==> config.mk <==
export PLATFORM = sky130hd
export DESIGN_NAME = svg_path_segment_absolutizer_core
export DESIGN_NICKNAME = d
export VERILOG_FILES = /design/src/rtl/spa_pkg.sv /design/src/rtl/spa_step.sv /design/src/rtl/svg_path_segment_absolutizer_core.sv
export SDC_FILE = /design/constraint.sdc
export NUM_CORES = 2
export LEC_CHECK = 0
export BUFFER_PORTS_ARGS = -buffer_cell sky130_fd_sc_hd__buf_4
export CAP_MARGIN = 20
export CORE_UTILIZATION = 60
export CTS_BUF_LIST = sky130_fd_sc_hd__clkbuf_16
export DETAILED_ROUTE_END_ITERATION = 7
export PLACE_DENSITY = 0.82
export SLEW_MARGIN = 25
export SYNTH_ARGS = -nofsm -noshare
export SYNTH_HDL_FRONTEND = slang
export SYNTH_SLANG_ARGS = --single-unit
export TNS_END_PERCENT = 1
==> constraint.sdc <==
create_clock -name clk -period 12.45 [get_ports clk]
set_input_delay 2.49 -clock clk [delete_from_list [all_inputs] [get_ports clk]]
set_output_delay 2.49 -clock clk [all_outputs]
set_load 0.01 [all_outputs]
==> src/rtl/spa_pkg.sv <==
// Shared types, command codes and saturating coordinate helpers for the path absolutizer.
package spa_pkg;

  // Internal coordinate width (Q16.16 at 32); the ports stay 32 bits wide.
  localparam int COORD_BITS = 32;
  localparam int IO_BITS    = 32;
  // Sums and the 2*end - ctl reflection fit in this width before saturation.
  localparam int EXT_BITS   = ((COORD_BITS > IO_BITS) ? COORD_BITS : IO_BITS) + 3;

  typedef logic signed [COORD_BITS-1:0] coord_t;
  typedef logic signed [IO_BITS-1:0]    io_coord_t;
  typedef logic signed [EXT_BITS-1:0]   ext_t;

  localparam ext_t SAT_HI = {{(EXT_BITS-COORD_BITS+1){1'b0}}, {(COORD_BITS-1){1'b1}}};
  localparam ext_t SAT_LO = ~SAT_HI;

  typedef enum logic [4:0] {
    KIND_CLOSE        = 5'd0,
    KIND_MOVE_ABS     = 5'd1,
    KIND_MOVE_REL     = 5'd2,
    KIND_LINE_ABS     = 5'd3,
    KIND_LINE_REL     = 5'd4,
    KIND_CUBIC_ABS    = 5'd5,
    KIND_CUBIC_REL    = 5'd6,
    KIND_QUAD_ABS     = 5'd7,
    KIND_QUAD_REL     = 5'd8,
    KIND_ARC_ABS      = 5'd9,
    KIND_ARC_REL      = 5'd10,
    KIND_HORIZ_ABS    = 5'd11,
    KIND_HORIZ_REL    = 5'd12,
    KIND_VERT_ABS     = 5'd13,
    KIND_VERT_REL     = 5'd14,
    KIND_SCUBIC_ABS   = 5'd15,
    KIND_SCUBIC_REL   = 5'd16,
    KIND_SQUAD_ABS    = 5'd17,
    KIND_SQUAD_REL    = 5'd18
  } seg_kind_t;

  localparam logic PRIM_LINE  = 1'b0;
  localparam logic PRIM_CUBIC = 1'b1;

  typedef struct packed {
    logic [4:0] seg_kind;
    logic       path_start;
    io_coord_t  end_x_in;
    io_coord_t  end_y_in;
    io_coord_t  ctl1_x_in;
    io_coord_t  ctl1_y_in;
    io_coord_t  ctl2_x_in;
    io_coord_t  ctl2_y_in;
  } item_t;

  typedef struct packed {
    coord_t cur_x;
    coord_t cur_y;
    coord_t sub_start_x;
    coord_t sub_start_y;
    coord_t refl_x;
    coord_t refl_y;
    logic   start_known;
  } state_t;

  typedef struct packed {
    logic      valid;
    logic      prim_kind;
    logic      close_figure;
    io_coord_t p0_x;
    io_coord_t p0_y;
    io_coord_t p1_x;
    io_coord_t p1_y;
    io_coord_t p2_x;
    io_coord_t p2_y;
    io_coord_t p3_x;
    io_coord_t p3_y;
  } prim_t;

  function automatic ext_t coord_ext(coord_t c);
    return {{(EXT_BITS-COORD_BITS){c[COORD_BITS-1]}}, c};
  endfunction

  function automatic coord_t sat_ext(ext_t v);
    coord_t r;
    if (v > SAT_HI) begin
      r = SAT_HI[COORD_BITS-1:0];
    end else if (v < SAT_LO) begin
      r = SAT_LO[COORD_BITS-1:0];
    end else begin
      r = v[COORD_BITS-1:0];
    end
    return r;
  endfunction

  // Port value plus offset, saturated to the coordinate range.
  function automatic coord_t add_in(io_coord_t v, coord_t ofs);
    ext_t w;
    ext_t o;
    ext_t s;
    w = {{(EXT_BITS-IO_BITS){v[IO_BITS-1]}}, v};
    o = coord_ext(ofs);
    // Narrow coordinates clamp the port value before the add.
    s = coord_ext(sat_ext(w)) + o;
    return sat_ext(s);
  endfunction

  function automatic io_coord_t coord_out(coord_t c);
    ext_t w;
    w = coord_ext(c);
    return w[IO_BITS-1:0];
  endfunction

  // 2*e - c, saturated: the control point mirrored through the end point.
  function automatic coord_t reflect(coord_t e, coord_t c);
    ext_t w;
    w = (coord_ext(e) <<< 1) - coord_ext(c);
    return sat_ext(w);
  endfunction

endpackage

==> src/rtl/spa_step.sv <==
// Per-command datapath: absolutizes one command against the kept points.
module spa_step (
  input  spa_pkg::item_t  item,
  input  spa_pkg::state_t st_q,
  output spa_pkg::state_t st_nxt,
  output spa_pkg::prim_t  prim
);
  import spa_pkg::*;

  state_t    st;
  seg_kind_t kind;
  coord_t    ox, oy;
  coord_t    ex, ey, c1x, c1y, c2x, c2y;
  coord_t    refl_x_new, refl_y_new;

  // A path start clears everything before the command is handled.
  assign st   = item.path_start ? '0 : st_q;
  assign kind = seg_kind_t'(item.seg_kind);
  // Relative codes are the even ones.
  assign ox   = item.seg_kind[0] ? '0 : st.cur_x;
  assign oy   = item.seg_kind[0] ? '0 : st.cur_y;

  assign ex  = add_in(item.end_x_in, ox);
  assign ey  = add_in(item.end_y_in, oy);
  assign c1x = add_in(item.ctl1_x_in, ox);
  assign c1y = add_in(item.ctl1_y_in, oy);
  assign c2x = add_in(item.ctl2_x_in, ox);
  assign c2y = add_in(item.ctl2_y_in, oy);

  assign refl_x_new = reflect(ex, c2x);
  assign refl_y_new = reflect(ey, c2y);

  always_comb begin
    st_nxt = st;
    prim   = '0;
    case (kind)
      KIND_CLOSE: begin
        prim.valid        = 1'b1;
        prim.prim_kind    = PRIM_LINE;
        prim.close_figure = 1'b1;
        prim.p0_x         = coord_out(st.sub_start_x);
        prim.p0_y         = coord_out(st.sub_start_y);
        prim.p3_x         = coord_out(st.cur_x);
        prim.p3_y         = coord_out(st.cur_y);
        st_nxt.start_known = 1'b0;
      end
      KIND_MOVE_ABS, KIND_MOVE_REL: begin
        st_nxt.cur_x = ex;
        st_nxt.cur_y = ey;
        if (!st.start_known) begin
          st_nxt.sub_start_x = ex;
          st_nxt.sub_start_y = ey;
          st_nxt.refl_x      = ex;
          st_nxt.refl_y      = ey;
          st_nxt.start_known = 1'b1;
        end
      end
      KIND_LINE_ABS, KIND_LINE_REL: begin
        prim.valid     = 1'b1;
        prim.prim_kind = PRIM_LINE;
        prim.p0_x      = coord_out(st.cur_x);
        prim.p0_y      = coord_out(st.cur_y);
        prim.p3_x      = coord_out(ex);
        prim.p3_y      = coord_out(ey);
        st_nxt.cur_x   = ex;
        st_nxt.cur_y   = ey;
      end
      KIND_CUBIC_ABS, KIND_CUBIC_REL, KIND_SCUBIC_ABS, KIND_SCUBIC_REL: begin
        prim.valid     = 1'b1;
        prim.prim_kind = PRIM_CUBIC;
        prim.p0_x      = coord_out(st.cur_x);
        prim.p0_y      = coord_out(st.cur_y);
        // Smooth cubics take the mirrored control as their first control.
        if (kind == KIND_SCUBIC_ABS || kind == KIND_SCUBIC_REL) begin
          prim.p1_x = coord_out(st.refl_x);
          prim.p1_y = coord_out(st.refl_y);
        end else begin
          prim.p1_x = coord_out(c1x);
          prim.p1_y = coord_out(c1y);
        end
        prim.p2_x     = coord_out(c2x);
        prim.p2_y     = coord_out(c2y);
        prim.p3_x     = coord_out(ex);
        prim.p3_y     = coord_out(ey);
        st_nxt.refl_x = refl_x_new;
        st_nxt.refl_y = refl_y_new;
        st_nxt.cur_x  = ex;
        st_nxt.cur_y  = ey;
      end
      KIND_HORIZ_ABS, KIND_HORIZ_REL: begin
        prim.valid     = 1'b1;
        prim.prim_kind = PRIM_LINE;
        prim.p0_x      = coord_out(st.cur_x);
        prim.p0_y      = coord_out(st.cur_y);
        prim.p3_x      = coord_out(ex);
        prim.p3_y      = coord_out(st.cur_y);
        st_nxt.cur_x   = ex;
      end
      KIND_VERT_ABS, KIND_VERT_REL: begin
        prim.valid     = 1'b1;
        prim.prim_kind = PRIM_LINE;
        prim.p0_x      = coord_out(st.cur_x);
        prim.p0_y      = coord_out(st.cur_y);
        prim.p3_x      = coord_out(st.cur_x);
        prim.p3_y      = coord_out(ey);
        st_nxt.cur_y   = ey;
      end
      KIND_QUAD_ABS, KIND_QUAD_REL, KIND_ARC_ABS, KIND_ARC_REL,
      KIND_SQUAD_ABS, KIND_SQUAD_REL: begin
        st_nxt.cur_x = ex;
        st_nxt.cur_y = ey;
      end
      default: begin
        // Undefined codes: no beat, only the path start clearing applies.
        st_nxt = st;
      end
    endcase
  end

endmodule

==> src/rtl/svg_path_segment_absolutizer_core.sv <==
// Top level of the path absolutizer: input register, command datapath, result register.
// One path command is taken per cycle and its primitive, if any, passes the input register
// and then the result register before it is presented. The kept points (current point,
// subpath start, mirrored control) are updated in the same cycle the command passes the
// datapath, so consecutive commands stream without gaps; throughput drops only while
// the result register holds a beat the sink has not taken. Moveto, quadratic, arc and
// undefined commands produce no output beat.
module svg_path_segment_absolutizer_core (
  input  logic         clk,
  input  logic         rst_n,
  input  logic         in_tvalid,
  output logic         in_tready,
  // end_x_in, end_y_in, ctl1_x_in, ctl1_y_in, ctl2_x_in, ctl2_y_in (32 bits each)
  input  logic [191:0] in_tdata,
  // seg_kind [4:0], path_start [5]
  input  logic [5:0]   in_tuser,
  output logic         out_tvalid,
  input  logic         out_tready,
  // p0_x, p0_y, p1_x, p1_y, p2_x, p2_y, p3_x, p3_y (32 bits each)
  output logic [255:0] out_tdata,
  // prim_kind
  output logic         out_tuser,
  // close_figure
  output logic         out_tlast
);
  import spa_pkg::*;

  logic   in_valid_r;
  item_t  item_r;
  state_t state_r;
  state_t state_nxt;
  prim_t  prim_nxt;
  prim_t  prim_r;
  logic   advance;

  assign advance   = !prim_r.valid || out_tready;
  assign in_tready = !in_valid_r || advance;

  spa_step u_step (
    .item   (item_r),
    .st_q   (state_r),
    .st_nxt (state_nxt),
    .prim   (prim_nxt)
  );

  always_ff @(posedge clk) begin
    if (!rst_n) begin
      in_valid_r   <= 1'b0;
      prim_r.valid <= 1'b0;
      state_r      <= '0;
    end else begin
      if (in_tready) begin
        in_valid_r <= in_tvalid;
      end
      if (advance) begin
        prim_r.valid <= in_valid_r && prim_nxt.valid;
        if (in_valid_r) begin
          state_r <= state_nxt;
        end
      end
    end
    // Payload registers, no reset.
    if (in_tvalid && in_tready) begin
      item_r.seg_kind   <= in_tuser[4:0];
      item_r.path_start <= in_tuser[5];
      item_r.end_x_in   <= in_tdata[31:0];
      item_r.end_y_in   <= in_tdata[63:32];
      item_r.ctl1_x_in  <= in_tdata[95:64];
      item_r.ctl1_y_in  <= in_tdata[127:96];
      item_r.ctl2_x_in  <= in_tdata[159:128];
      item_r.ctl2_y_in  <= in_tdata[191:160];
    end
    if (advance && in_valid_r) begin
      prim_r.prim_kind    <= prim_nxt.prim_kind;
      prim_r.close_figure <= prim_nxt.close_figure;
      prim_r.p0_x         <= prim_nxt.p0_x;
      prim_r.p0_y         <= prim_nxt.p0_y;
      prim_r.p1_x         <= prim_nxt.p1_x;
      prim_r.p1_y         <= prim_nxt.p1_y;
      prim_r.p2_x         <= prim_nxt.p2_x;
      prim_r.p2_y         <= prim_nxt.p2_y;
      prim_r.p3_x         <= prim_nxt.p3_x;
      prim_r.p3_y         <= prim_nxt.p3_y;
    end
  end

  assign out_tvalid = prim_r.valid;
  assign out_tuser  = prim_r.prim_kind;
  assign out_tlast  = prim_r.close_figure;
  assign out_tdata  = {prim_r.p3_y, prim_r.p3_x, prim_r.p2_y, prim_r.p2_x,
                       prim_r.p1_y, prim_r.p1_x, prim_r.p0_y, prim_r.p0_x};

endmodule
Word-level counts from Yosys, hierarchy flattened
Cells that the tools add are included.

word-level totals
  bits in registers = 651
  bits of input ports = 202
  logic and storage cells = 142

cells by class
  add/sub/neg operators = 8
  magnitude comparators = 28
  eq/ne operators = 18
  mux-type cells = 42
  reduce and logical (&&, ||, !) cells = 19

operators with widths
  kind                                                                            count
  32-bit 2-to-1 mux                                                               32
  35-bit by 32-bit > comparator with 1-bit output, second input constant          8
  35-bit by 32-bit less-than comparator with 1-bit output, second input constant  8
  64-bit one-hot mux with 2 select lines                                          2
  64-bit one-hot mux with 4 select lines                                          1
  32-bit by 32-bit adder with 33-bit output                                       6
  193-bit 2-to-1 mux                                                              1
  32-bit > comparator, second input constant                                      6
  32-bit less-than comparator, second input constant                              6
  129-bit 2-to-1 mux                                                              1
  64-bit 2-to-1 mux                                                               2
  33-bit by 32-bit subtractor with 34-bit output                                  2
  5-bit by 4-bit == test with 1-bit output, second input constant                 8
  16-bit OR reduction                                                             2
  5-bit by 3-bit == test with 1-bit output, second input constant                 4
  5-bit == test, second input constant                                            3
  5-bit by 2-bit == test with 1-bit output, second input constant                 2
  10-bit OR reduction                                                             1
  7-bit OR reduction                                                              1
  2-bit OR reduction                                                              3
  6-bit OR reduction                                                              1
  5-bit by 1-bit == test with 1-bit output, second input constant                 1
  5-bit zero test                                                                 1
  2-bit one-hot mux with 2 select lines                                           1
  other kinds (7)                                                                 12

Longest topological paths before layout
  depth in word-level cells = 12
  mapped depth = 41
  mapped depth without buffers = 35

Hierarchy
A second synthesis with hierarchy kept.

second synthesis, totals
  cell total of the unflattened synthesis = 4735
  area total of the unflattened synthesis = 42569.6 µm²

by module, submodules not included
  module                             instances  cells each  area each (µm²)
  svg_path_segment_absolutizer_core  1          1303        21453.1
  spa_step                           1          3432        21116.5

Least setup slack after synthesis
No wires, ideal clock.

  kind = in2reg
  from = in out_tready
  to = reg state_r[59] in the netlist's numbering
  library setup time = 0.103 ns
  arrival time = 11.013 ns
  data required time = 12.347 ns
  path slack = 1.334 ns
  stages on the path = 7
  path buffers = 2
  cells stage by stage = nand2b_1 > nand2_1 > clkinv_1 > clkbuf_1 > clkbuf_1 > o21ai_0 > a31oi_1

between the ends
  word-level cells in the longest chain between the ends = 2

RTL lines
  element                               line                                     RTL
  from (decl)                           svg_path_segment_absolutizer_core.sv:18  input logic out_tready,
  1-bit logical OR                      svg_path_segment_absolutizer_core.sv:36  assign advance = !prim_r.valid || out_tready;
  2-bit AND reduction (no source line)  --
  to (signal assigned)                  svg_path_segment_absolutizer_core.sv:58  state_r <= state_nxt;
  to (decl)                             svg_path_segment_absolutizer_core.sv:30  state_t state_r;

Every way passes these cells.
A chain may end at the register's enable or synchronous reset.

Worst setup path after layout
  from = reg item_r[193] in the netlist's numbering
  to = reg state_r[38] in the netlist's numbering

between the ends
  word-level cells in the longest chain between the ends = 10

RTL lines
  element                                                  line                                     RTL
  from (decl)                                              svg_path_segment_absolutizer_core.sv:29  item_t item_r;
  32-bit 2-to-1 mux                                        spa_step.sv:20                           assign ox = item.seg_kind[0] ? '0 : st.cur_x;
  32-bit by 32-bit adder with 33-bit output                spa_pkg.sv:101                           s = coord_ext(sat_ext(w)) + o;
  35-bit by 32-bit less-than comparator with 1-bit output  spa_pkg.sv:85                            end else if (v < SAT_LO) begin
  32-bit 2-to-1 mux                                        spa_pkg.sv:85
  32-bit 2-to-1 mux                                        spa_pkg.sv:83                            if (v > SAT_HI) begin
  33-bit by 32-bit subtractor with 34-bit output           spa_pkg.sv:114                           w = (coord_ext(e) <<< 1) - coord_ext(c);
  35-bit by 32-bit less-than comparator with 1-bit output  spa_pkg.sv:85
  32-bit 2-to-1 mux                                        spa_pkg.sv:85
  32-bit 2-to-1 mux                                        spa_pkg.sv:83
  64-bit one-hot mux with 2 select lines *                 spa_step.sv:36                           case (kind)

Mark *: on every way between the ends. The rest lies on a longest branch, timed or not.

==> metrics.txt <==
cell area after layout 46700 sq um; antenna fix cells 0; worst vdd rail ir drop 0.136 mV; CTS buffer count 70; status finished clean; fmax 95.7 MHz; Core Box Area 67300 sq um; Hold/Removal Path Class reg -> reg; WS Path Type reg -> reg; I/O Buffers 461; Worst setup EP type flop; dominant synthesized flop cell edfxtp_1; worst skew pair latency 0.64 ns; syn_area_per_cell 9.64 sq um; RSZ-0062 raised after global routing no; Async S/R FF share, synth 0%; final number of max-transition violations 0; final hold vios 0; layout cells sized above 1 16.7%; Placed Instance Area 44200 sq um; first-pass GRT wire length 202 mm; Worst-path clk slew 0.06 ns; initial antenna violation count 1; drt first-iter violations 4719; critical path peak fanout 31; Ports 462; CTS resizes 0; max cap viols 0; Die ar. 69100 sq um; CP peak stage delay 0.81 ns; fin crit period 10.45 ns; CTS tree done; layout net count 4854; slowest stage cell, crit path a211oi_1; fill count 5132; Critical Path RT 12.92 ns; synthesis-to-finish area growth 14.4%; Root Driver clkbuf_16; PwrDens 126 nW/um^2; internal reg-to-reg setup slack 2.00 ns; Worst EP arrival 10.92 ns; Seq/Total Area, Yosys 43.1%; overall routing resource usage 37.9%; WL/cell 25.5 um; RePlAce Congestion 1.02; post-synthesis cell area 40800 sq um; gr ovfl total 0; Slew HR 28.9%; Gate Count Post-Synth 4234; Yosys reg bits 651; Die W 263 um; worst-case clock buffer depth 3; Setup-failing EPs final 0; # clock sinks 651; Leakage 19.1 nW; Worst Tran Pin Value 1.07 ns; cts hold-fix bufs 0; pin count of the biggest net entering global routing 181; syn_nets 4692; Crit path top cell by count a21oi_1; Die H 263 um; # rows 95; startpoint type of the worst setup path flop; final wirelength 136 mm; multi-input logic area 21400 sq um; Via Count 36013; Register Area 17600 sq um; yosys warns 0; number of synthesized flops with an enable pin 456; vias per cell 6.76; setup bufs post-CTS 0; vias in the first global route 33047; Distinct cells, synth 114; H-Tree Depth 3; Initial Utilization 60.7%; Detailed Routing Iterations Pass 1 7; overall power 5.89 mW; DRC 0; clock skew 0.0228 ns; setup TNS 0 ns; post-detail-place hpwl 97.9 mm; Tcrit/Tclk final 83.9%; antenna viol nets, final 0; WHS 0.470 ns
[where the power goes]
| part | leakage, nW | internal, mW | switching, mW | total (mW) |
|---|---|---|---|---|
| Combinational | 11.9 | 0.445 | 0.744 | 1.19 |
| Sequential | 5.96 | 2.43 | 0.0692 | 2.50 |
| Clock | 1.21 | 1.28 | 0.913 | 2.20 |
[cell families after synthesis]
kind of cell | Yosys count | share of synthesized area, %
AO/OA/AOI/OAI | 1480 | 24.8
XOR/XNOR | 231 | 4.99
adder cells (fa/ha/maj) | 289 | 8.80
buffers and inverters | 499 | 4.70
flip-flops | 651 | 43.1
multiplexers | 16 | 0.405
AND/OR/NAND/NOR | 1068 | 13.2
[cell type report]
class,count,share of cell area (%)
clock buffers,73,3.91
clock inverters,55,1.22
inverters,85,0.699
multi-input cells,3084,45.9
flip-flops and latches,651,37.7
well taps,873,2.34
repair buffers,504,8.25
[synth_stat cells (all sizes together) (36+ instances only)]
| master | n | area (sq um) |
|---|---|---|
| a22o | 66 | 578 |
| o21ai | 271 | 1370 |
| nor2b | 164 | 1030 |
| and2 | 90 | 563 |
| inv | 83 | 312 |
| nand3 | 59 | 295 |
| xnor2 | 153 | 1350 |
| nand2b | 36 | 225 |
| a21oi | 352 | 1770 |
| nand2 | 235 | 907 |
| a211oi | 84 | 646 |
| edfxtp | 456 | 13700 |
| clkbuf | 387 | 1450 |
| a21o | 123 | 925 |
| a22oi | 217 | 1630 |
| and3 | 36 | 225 |
| nor3 | 52 | 277 |
| nor2 | 279 | 1060 |
| ha | 249 | 3120 |
| dfxtp | 195 | 3900 |
| a31oi | 71 | 507 |
| xor2 | 78 | 691 |
[sequential cells by signal, indices dropped and copies added (netlist names)]
name,count
in_valid_r,1
out_tvalid,1
out_tuser,1
state_r,193
out_tdata,256
item_r,198
out_tlast,1
[placed cells by master (no fill, tap or decap), types with 29 or more instances in the layout]
cell type,n
a211oi_1,81
a21o_1,122
a21oi_1,348
a221oi_1,34
a22o_1,66
a22oi_1,217
a31oi_1,61
and2_1,86
and3_1,36
buf_4,499
clkbuf_16,73
dfxtp_1,195
edfxtp_1,456
ha_1,249
inv_1,92
maj3_1,29
nand2_1,225
nand2b_1,36
nand3_1,59
nand4_1,32
nor2_1,273
nor2b_1,164
nor3_1,45
o21ai_0,226
o21ai_1,36
xnor2_1,152
xor2_1,77
[per-layer routing]
layer	global-route usage [%]	up-vias	wire length, um
met5	0	-	13
met4	15.7	2	6300
met3	8.19	415	15000
met2	57.4	2372	59800
met1	52.6	17123	54600
li1	-	16101	-
[final timing paths]
check         startpoint           to  cells after the start
max          item_r[193]  state_r[38]                     33
min          state_r[84]  state_r[84]                      2
max reg2reg  item_r[193]  state_r[38]                     33
min reg2reg  state_r[84]  state_r[84]                      2
[critical path, delay by kind of cell (launching register included)]
kind	cells	cell delay, ns
simple gates	5	1.41
compound gates	21	6.07
buf+inv	1	0.36
fa+ha+maj	4	1.24
mux	1	0.30
xor+xnor	1	0.24
flops	1	0.63
[per-stage QoR]
stage / utilization [%] / setup slack [ns] / instances
final: 69.4 / 2.00 / 5325
after global routing: 69.4 / 1.43 / 5325
after CTS: 69.3 / 2.17 / 5323
after detailed placement: 65.8 / 2.21 / 5195
after global placement: 65.7 / 2.47 / 5194
after floorplan: - / 1.33 / 4234
(Power assumes the default switching activity.)
